### config.mk
export PLATFORM = sky130hd
export DESIGN_NAME = ilr_ctrl
export DESIGN_NICKNAME = d
export VERILOG_FILES = /design/src/design/ilr_pkg.sv /design/src/design/ilr_ctrl.sv
export SDC_FILE = /design/constraint.sdc
export NUM_CORES = 1
export LEC_CHECK = 0
export ABC_AREA = 1
export BUFFER_PORTS_ARGS = -buffer_cell sky130_fd_sc_hd__buf_2
export CORE_MARGIN = 8
export CORE_UTILIZATION = 37
export DETAILED_ROUTE_END_ITERATION = 8
export PLACE_DENSITY_LB_ADDON = 0.12
export SLEW_MARGIN = 20
export SYNTH_ARGS = -nofsm -noshare
export SYNTH_HDL_FRONTEND = slang
export SYNTH_SLANG_ARGS = --single-unit
### constraint.sdc
create_clock -name i_clk -period 5.9 [get_ports i_clk]
set_clock_uncertainty 0.05 [all_clocks]
set_input_delay 0.59 -clock i_clk [delete_from_list [all_inputs] [get_ports i_clk]]
set_output_delay 0.59 -clock i_clk [all_outputs]
set_load 0.03 [all_outputs]
### src/design/ilr_pkg.sv
// Shared types, constants and helpers for the idempotency ledger ring.
package ilr_pkg;

    localparam int PRINCIPALS   = 16;
    localparam int DEPTH        = 8;
    localparam int PAYLOAD_BITS = 32;

    localparam int P_W    = (PRINCIPALS > 1) ? $clog2(PRINCIPALS) : 1;
    localparam int D_W    = (DEPTH > 1) ? $clog2(DEPTH) : 1;
    localparam int CNT_W  = $clog2(DEPTH + 1);
    localparam int SLOTS  = PRINCIPALS * DEPTH;
    localparam int ADDR_W = (SLOTS > 1) ? $clog2(SLOTS) : 1;

    localparam logic OP_LOOKUP = 1'b0;
    localparam logic OP_STORE  = 1'b1;

    typedef enum logic [2:0] {
        ST_MISS     = 3'd0,
        ST_SAME     = 3'd1,
        ST_CONFLICT = 3'd2,
        ST_STORED   = 3'd3,
        ST_RANGE    = 3'd4
    } t_status;

    typedef enum logic [1:0] {
        S_IDLE,
        S_EXEC,
        S_LOOK
    } t_state;

    typedef struct packed {
        logic [31:0]             epoch;
        logic [31:0]             txn_id;
        logic [31:0]             fingerprint;
        logic [PAYLOAD_BITS-1:0] payload;
    } t_slot;

    typedef struct packed {
        logic              we;
        logic [ADDR_W-1:0] waddr;
        t_slot             wdata;
        logic              re;
        logic [ADDR_W-1:0] raddr;
    } t_ram_req;

    typedef struct packed {
        t_status     status;
        logic [31:0] hit_txn_id;
        logic [31:0] hit_fingerprint;
        logic [31:0] hit_payload;
        logic [3:0]  occupancy;
        logic        evicted_now;
        logic [31:0] evicted_total;
    } t_result;

    // ring position (head + offset) modulo DEPTH; both operands below DEPTH
    function automatic logic [D_W-1:0] wrap_pos(input logic [D_W-1:0] head,
                                                input logic [CNT_W-1:0] ofs);
        logic [CNT_W:0] sum;
        sum = (CNT_W + 1)'(head) + (CNT_W + 1)'(ofs);
        if (sum >= (CNT_W + 1)'(DEPTH)) begin
            sum = sum - (CNT_W + 1)'(DEPTH);
        end
        return sum[D_W-1:0];
    endfunction

    function automatic logic [ADDR_W-1:0] slot_addr(input logic [P_W-1:0] p,
                                                    input logic [D_W-1:0] pos);
        return ADDR_W'(int'(p) * DEPTH + int'(pos));
    endfunction

    function automatic logic [PAYLOAD_BITS-1:0] pl_in(input logic [31:0] x);
        logic [63:0] t;
        t = {32'b0, x};
        return t[PAYLOAD_BITS-1:0];
    endfunction

    function automatic logic [31:0] pl_out(input logic [PAYLOAD_BITS-1:0] x);
        logic [63:0] t;
        t = 64'(x);
        return t[31:0];
    endfunction

    function automatic logic [3:0] occ_out(input logic [CNT_W-1:0] c);
        logic [7:0] t;
        t = 8'(c);
        return t[3:0];
    endfunction

endpackage

### src/design/ilr_ctrl.sv
// Sequencer: ring pointers, eviction count, store path and ring scan.
module ilr_ctrl
    import ilr_pkg::*;
(
    input  logic        i_clk,
    input  logic        i_rst_n,
    input  logic        i_in_valid,
    output logic        o_in_stall,
    input  logic        i_opcode,
    input  logic [31:0] i_epoch,
    input  logic [15:0] i_principal,
    input  logic [31:0] i_txn_id,
    input  logic [31:0] i_fingerprint,
    input  logic [31:0] i_payload,
    input  logic        i_out_free,
    output logic        o_res_load,
    output t_result     o_res,
    output t_ram_req    o_ram_req,
    input  t_slot       i_rdata
);

    t_state           r_state, n_state;
    logic             r_op, n_op;
    logic [31:0]      r_epoch, n_epoch;
    logic [15:0]      r_principal, n_principal;
    logic [31:0]      r_rid, n_rid;
    logic [31:0]      r_fp, n_fp;
    logic [31:0]      r_payload, n_payload;
    logic [CNT_W-1:0] r_idx, n_idx;
    logic             r_cmp_valid, n_cmp_valid;
    logic [D_W-1:0]   r_head [PRINCIPALS];
    logic [CNT_W-1:0] r_count [PRINCIPALS];
    logic [31:0]      r_evict_total, n_evict_total;

    logic             upd_ring;
    logic [D_W-1:0]   n_head_sel;
    logic [CNT_W-1:0] n_count_sel;

    logic [P_W-1:0]   pidx;
    logic             in_range;
    logic [D_W-1:0]   head;
    logic [CNT_W-1:0] cnt;
    logic             full;
    logic             key_hit;
    logic [D_W-1:0]   wpos;

    assign pidx     = r_principal[P_W-1:0];
    assign in_range = (r_principal < 16'(PRINCIPALS));
    assign head     = r_head[pidx];
    assign cnt      = r_count[pidx];
    assign full     = (cnt >= CNT_W'(DEPTH));
    assign key_hit  = r_cmp_valid && (i_rdata.epoch == r_epoch)
                      && (i_rdata.txn_id == r_rid);
    assign wpos     = full ? head : wrap_pos(head, cnt);

    always_comb begin
        n_state       = r_state;
        n_op          = r_op;
        n_epoch       = r_epoch;
        n_principal   = r_principal;
        n_rid         = r_rid;
        n_fp          = r_fp;
        n_payload     = r_payload;
        n_idx         = r_idx;
        n_cmp_valid   = r_cmp_valid;
        n_evict_total = r_evict_total;
        upd_ring      = 1'b0;
        n_head_sel    = head;
        n_count_sel   = cnt;
        o_in_stall    = (r_state != S_IDLE);
        o_res_load    = 1'b0;
        o_res         = '0;
        o_res.evicted_total = r_evict_total;
        o_ram_req       = '0;
        o_ram_req.raddr = slot_addr(pidx, wrap_pos(head, r_idx));
        o_ram_req.waddr = slot_addr(pidx, wpos);
        o_ram_req.wdata = '{epoch: r_epoch, txn_id: r_rid,
                            fingerprint: r_fp, payload: pl_in(r_payload)};

        unique case (r_state)
            S_IDLE: begin
                if (i_in_valid) begin
                    n_op        = i_opcode;
                    n_epoch     = i_epoch;
                    n_principal = i_principal;
                    n_rid       = i_txn_id;
                    n_fp        = i_fingerprint;
                    n_payload   = i_payload;
                    n_state     = S_EXEC;
                end
            end
            S_EXEC: begin
                priority if (!in_range) begin
                    if (i_out_free) begin
                        o_res_load   = 1'b1;
                        o_res.status = ST_RANGE;
                        n_state      = S_IDLE;
                    end
                end else if (r_op == OP_STORE) begin
                    if (i_out_free) begin
                        o_ram_req.we = 1'b1;
                        upd_ring     = 1'b1;
                        if (full) begin
                            n_head_sel    = (head == D_W'(DEPTH - 1)) ? '0 : head + 1'b1;
                            n_evict_total = r_evict_total + 32'd1;
                        end else begin
                            n_count_sel = cnt + 1'b1;
                        end
                        o_res_load          = 1'b1;
                        o_res.status        = ST_STORED;
                        o_res.occupancy     = occ_out(n_count_sel);
                        o_res.evicted_now   = full;
                        o_res.evicted_total = n_evict_total;
                        n_state             = S_IDLE;
                    end
                end else if (cnt == '0) begin
                    if (i_out_free) begin
                        o_res_load   = 1'b1;
                        o_res.status = ST_MISS;
                        n_state      = S_IDLE;
                    end
                end else begin
                    n_idx       = '0;
                    n_cmp_valid = 1'b0;
                    n_state     = S_LOOK;
                end
            end
            S_LOOK: begin
                priority if (key_hit) begin
                    if (i_out_free) begin
                        o_res_load      = 1'b1;
                        o_res.occupancy = occ_out(cnt);
                        if (i_rdata.fingerprint == r_fp) begin
                            o_res.status          = ST_SAME;
                            o_res.hit_txn_id      = i_rdata.txn_id;
                            o_res.hit_fingerprint = i_rdata.fingerprint;
                            o_res.hit_payload     = pl_out(i_rdata.payload);
                        end else begin
                            o_res.status = ST_CONFLICT;
                        end
                        n_state = S_IDLE;
                    end
                end else if (r_idx == cnt) begin
                    if (i_out_free) begin
                        o_res_load      = 1'b1;
                        o_res.status    = ST_MISS;
                        o_res.occupancy = occ_out(cnt);
                        n_state         = S_IDLE;
                    end
                end else begin
                    o_ram_req.re = 1'b1;
                    n_idx        = r_idx + 1'b1;
                    n_cmp_valid  = 1'b1;
                end
            end
        endcase
    end

    always_ff @(posedge i_clk) begin
        if (!i_rst_n) begin
            r_state       <= S_IDLE;
            r_cmp_valid   <= 1'b0;
            r_idx         <= '0;
            r_evict_total <= '0;
            for (int k = 0; k < PRINCIPALS; k++) begin
                r_head[k]  <= '0;
                r_count[k] <= '0;
            end
        end else begin
            r_state       <= n_state;
            r_cmp_valid   <= n_cmp_valid;
            r_idx         <= n_idx;
            r_evict_total <= n_evict_total;
            if (upd_ring) begin
                r_head[pidx]  <= n_head_sel;
                r_count[pidx] <= n_count_sel;
            end
        end
    end

    always_ff @(posedge i_clk) begin
        r_op        <= n_op;
        r_epoch     <= n_epoch;
        r_principal <= n_principal;
        r_rid       <= n_rid;
        r_fp        <= n_fp;
        r_payload   <= n_payload;
    end

endmodule

==> run_summary.xml <==
<?xml version="1.0" encoding="UTF-8"?>
<metrics>
  <group name="status">
    <metric name="outcome" unit="">finished clean</metric>
  </group>
  <group name="yosys">
    <metric name="synth.lib_cells_used.distinct" unit="">50</metric>
    <metric name="yosys_warnings" unit="">0</metric>
    <metric name="synth_edf_count" unit="">257</metric>
    <metric name="syn-instance-count" unit="">1858</metric>
    <metric name="syn_avg_cell_area" unit="um2">8.55</metric>
    <metric name="synthFlopType" unit="">edfxtp_1</metric>
    <metric name="synth_most_common_cell" unit="">nand2_1</metric>
    <metric name="count_of_state_elements_after_synthesis" unit="">300</metric>
    <metric name="post-synth-top-area-fraction" unit="%">48.6</metric>
    <metric name="yosysSeqAreaShare" unit="%">54.0</metric>
    <metric name="syn-num-nets" unit="">2148</metric>
    <metric name="syn_std_cell_area" unit="um2">15900</metric>
    <metric name="synth_top_cells_by_count" unit="">nand2_1, nor2_1, inv_1</metric>
    <metric name="synth_top_cells_by_area" unit="">edfxtp_1, nand2_1, nor2_1</metric>
    <metric name="async_sr_flop_fraction" unit="%">0</metric>
    <metric name="yosys.area.top_type" unit="">edfxtp_1</metric>
  </group>
  <group name="power">
    <metric name="ir_drop" unit="uV">286</metric>
    <metric name="power.density" unit="nW/um2">398</metric>
    <metric name="internal_power" unit="mW">4.82</metric>
    <metric name="pwr-share-comb" unit="%">35.2</metric>
    <metric name="power.sequential.fraction" unit="%">34.8</metric>
    <metric name="power.switching" unit="mW">3.29</metric>
    <metric name="total_leakage_power" unit="nW">9.87</metric>
    <metric name="clock_power_share" unit="%">30.1</metric>
    <metric name="switching_share" unit="%">40.5</metric>
  </group>
  <group name="sta">
    <metric name="fmax" unit="MHz">219</metric>
    <metric name="drv_slew" unit="">0</metric>
    <metric name="worst_relative_slew_slack" unit="%">29.1</metric>
    <metric name="worst_slew_pin_slew" unit="ns">1.06</metric>
    <metric name="post-route-min-period" unit="ns">4.57</metric>
    <metric name="post-route-worst-setup-slack" unit="ns">1.33</metric>
    <metric name="fin_setup_tns" unit="ns">0</metric>
    <metric name="grt_setup_unrepaired" unit="">false</metric>
    <metric name="final_hold_viol_count" unit="">0</metric>
    <metric name="report.final.setup_viol" unit="">0</metric>
    <metric name="fin_crit_sh" unit="%">77.5</metric>
  </group>
  <group name="routing">
    <metric name="drt-wirelength-per-cell" unit="um">24.0</metric>
    <metric name="wl" unit="mm">71.5</metric>
    <metric name="first_iter_violations" unit="">1470</metric>
    <metric name="avgViaCountPerCell" unit="">5.10</metric>
    <metric name="drc" unit="">0</metric>
    <metric name="first_pass_iters" unit="">6</metric>
    <metric name="via_count" unit="">15200</metric>
    <metric name="antenna_left" unit="">0</metric>
  </group>
  <group name="clock_network">
    <metric name="post_cts.repair.setup_buffers" unit="">0</metric>
    <metric name="numCtsBuffers" unit="">37</metric>
    <metric name="clkLatencyLatePin" unit="ns">0.56</metric>
    <metric name="clk_pin_slew_worst_paths" unit="ns">0.06</metric>
    <metric name="cts_resized" unit="">0</metric>
    <metric name="clock_tree_from_tritoncts" unit="">done</metric>
    <metric name="htree_levels" unit="">2</metric>
    <metric name="clock_sink_count" unit="">300</metric>
    <metric name="cts_root_buf" unit="">clkbuf_16</metric>
    <metric name="max_root_sink_buffers" unit="">3</metric>
    <metric name="cts_hold_repair.buffers" unit="">0</metric>
  </group>
  <group name="grt">
    <metric name="grt.met2_usage" unit="%">45.5</metric>
    <metric name="globalRoute.totalOverflow" unit="">0</metric>
    <metric name="grt_first_pass_wirelength" unit="mm">102</metric>
    <metric name="grt_pass1_vias" unit="">14900</metric>
    <metric name="global_route.usage.met3" unit="%">6.95</metric>
    <metric name="grtUsageMet1" unit="%">36.6</metric>
    <metric name="global_route.peak_usage_layer" unit="">met2</metric>
    <metric name="initial_antenna_violation_count" unit="">17</metric>
    <metric name="global_route.usage.total" unit="%">27.8</metric>
    <metric name="grt_max_degree" unit="">116</metric>
  </group>
  <group name="place">
    <metric name="dp_hpwl" unit="mm">58.6</metric>
    <metric name="port_buffers" unit="">558</metric>
    <metric name="pre_cts_ws" unit="ns">1.87</metric>
    <metric name="weighted_congestion_at_the_end_of_routability_driven_global_placement" unit="">0.978</metric>
  </group>
  <group name="critical_path">
    <metric name="critical_path.max_fanout" unit="">38</metric>
    <metric name="setup.worst_path.class" unit="">flip-flop to output port</metric>
    <metric name="startpoint_type" unit="">flip-flop</metric>
    <metric name="worstSetupEndpointType" unit="">output port</metric>
    <metric name="worstPathRequired" unit="ns">5.26</metric>
    <metric name="cp.arrival" unit="ns">3.93</metric>
  </group>
  <group name="layout">
    <metric name="multiInputGateArea" unit="um2">5810</metric>
    <metric name="finish.net_count" unit="">2691</metric>
    <metric name="register_area" unit="um2">8580</metric>
    <metric name="area_growth_syn_to_layout" unit="%">28.2</metric>
    <metric name="core_utilization_of_the_finished_layout" unit="%">47.7</metric>
    <metric name="num-fill-cells" unit="">4242</metric>
    <metric name="layout-drive-gt1-share" unit="%">28.1</metric>
  </group>
  <group name="die">
    <metric name="fp.dieArea" unit="um2">49800</metric>
    <metric name="core_area" unit="um2">42700</metric>
    <metric name="num_rows" unit="">76</metric>
    <metric name="boundaryPins" unit="">559</metric>
    <metric name="start_util" unit="%">37.2</metric>
    <metric name="die-height" unit="um">223</metric>
    <metric name="die_w" unit="um">223</metric>
  </group>
  <group name="hold_path">
    <metric name="holdCritPathClass" unit="">input pin to flip-flop</metric>
  </group>
  <group name="run">
    <metric name="maxCapViolations" unit="">0</metric>
  </group>
</metrics>
through the flow:
step	cell area, um2	hold WS, ns	power (mW)	instances
6_report	20400	0.160	8.11	2981
2_1_floorplan	15900	0.403	4.72	1858
4_1_cts	20400	0.124	8.17	2975
3_5_place_dp	19100	0.424	5.72	2908
3_3_place_gp	19100	0.421	5.71	2908
5_1_grt	20400	0.134	8.46	2976
critical path, cell delays in order, from the launching register on:
cell     delay [ns]
dfxtp_1        0.31
inv_2          0.50
buf_4          0.36
nand2_1        0.08
nand2_1        0.06
nand2_1        0.04
nand3_1        0.12
nand3_2        0.16
nand2_4        0.31
nand3_1        0.30
nor2_1         0.28
nand2_1        0.15
nor2_1         0.12
nand2_1        0.05
nand2_1        0.08
nand2_1        0.05
o21ai_0        0.12
buf_2          0.26
cells by family after synthesis:
family	share of synthesized area, %
adders and majority gates	1.12
AOI/OAI and AO/OA	4.76
DFF	54.0
buffers and inverters	9.48
and+or+nand+nor	26.8
xor gates and xnor gates	3.91
layout by cell type, fill, tap and decap left out, types with 6 or more instances in the layout:
| cell type | instances |
|---|---|
| clkbuf_16 | 39 |
| dfxtp_1 | 43 |
| bufinv_16 | 6 |
| nor3_1 | 35 |
| edfxtp_1 | 257 |
| buf_2 | 558 |
| buf_4 | 9 |
| o21ai_0 | 73 |
| inv_1 | 284 |
| nand3_1 | 84 |
| inv_2 | 8 |
| nor4_1 | 9 |
| diode_2 | 6 |
| ha_1 | 11 |
| or2_2 | 25 |
| xor2_1 | 41 |
| o221ai_1 | 9 |
| nand2_1 | 411 |
| nand4_1 | 59 |
| nor2_1 | 336 |
| a21oi_1 | 24 |
| clkbuf_1 | 6 |
| clkinv_1 | 7 |
| xnor2_1 | 28 |
area by class of cell:
| cell class | count | area share, % |
|---|---|---|
| sequential | 300 | 42.1 |
| multi-input combinational | 1198 | 28.5 |
| timing repair buffer | 567 | 14.0 |
| inverter | 297 | 5.52 |
| clock buffer | 49 | 5.17 |
| tap | 546 | 3.35 |
| clock inverter | 18 | 1.18 |
| antenna | 6 | 0.0737 |
power groups by stage:
stage                     registers [mW]  logic (mW)  clock network, mW
after floorplan                     3.16        1.57                  0
after global placement              2.85        2.85                  0
after detailed placement            2.86        2.86                  0
after CTS                           2.81        2.87               2.48
after global routing                2.85        3.06               2.56
final                               2.82        2.86               2.44
worst paths after layout:
path	endpoint	slack [ns]	startpoint	cells after the start
setup / recovery	o_res[25]	1.33	flip-flop	17
hold / removal	r_epoch[20]	0.16	i_epoch[20]	1
setup reg to reg	r_count[3][1]	2.48	flip-flop	13
hold reg to reg	r_idx[3]	0.43	r_idx[3]	2
layer usage:
layer | vias up | part of all wire (%)
met5 | - | 0.20
met2 | 609 | 47
met3 | 111 | 8.0
li1 | 7088 | -
met1 | 7374 | 43
met4 | 24 | 2.1
state kept, by name, summed over array words and instances (netlist names), 4 cells and up, named ones only:
signal         cells
r_count           64
r_payload         32
r_rid             32
r_head            48
r_principal       16
r_idx              4
r_fp              32
r_evict_total     32
r_epoch           32
Power figures use the tool's default switching activity.
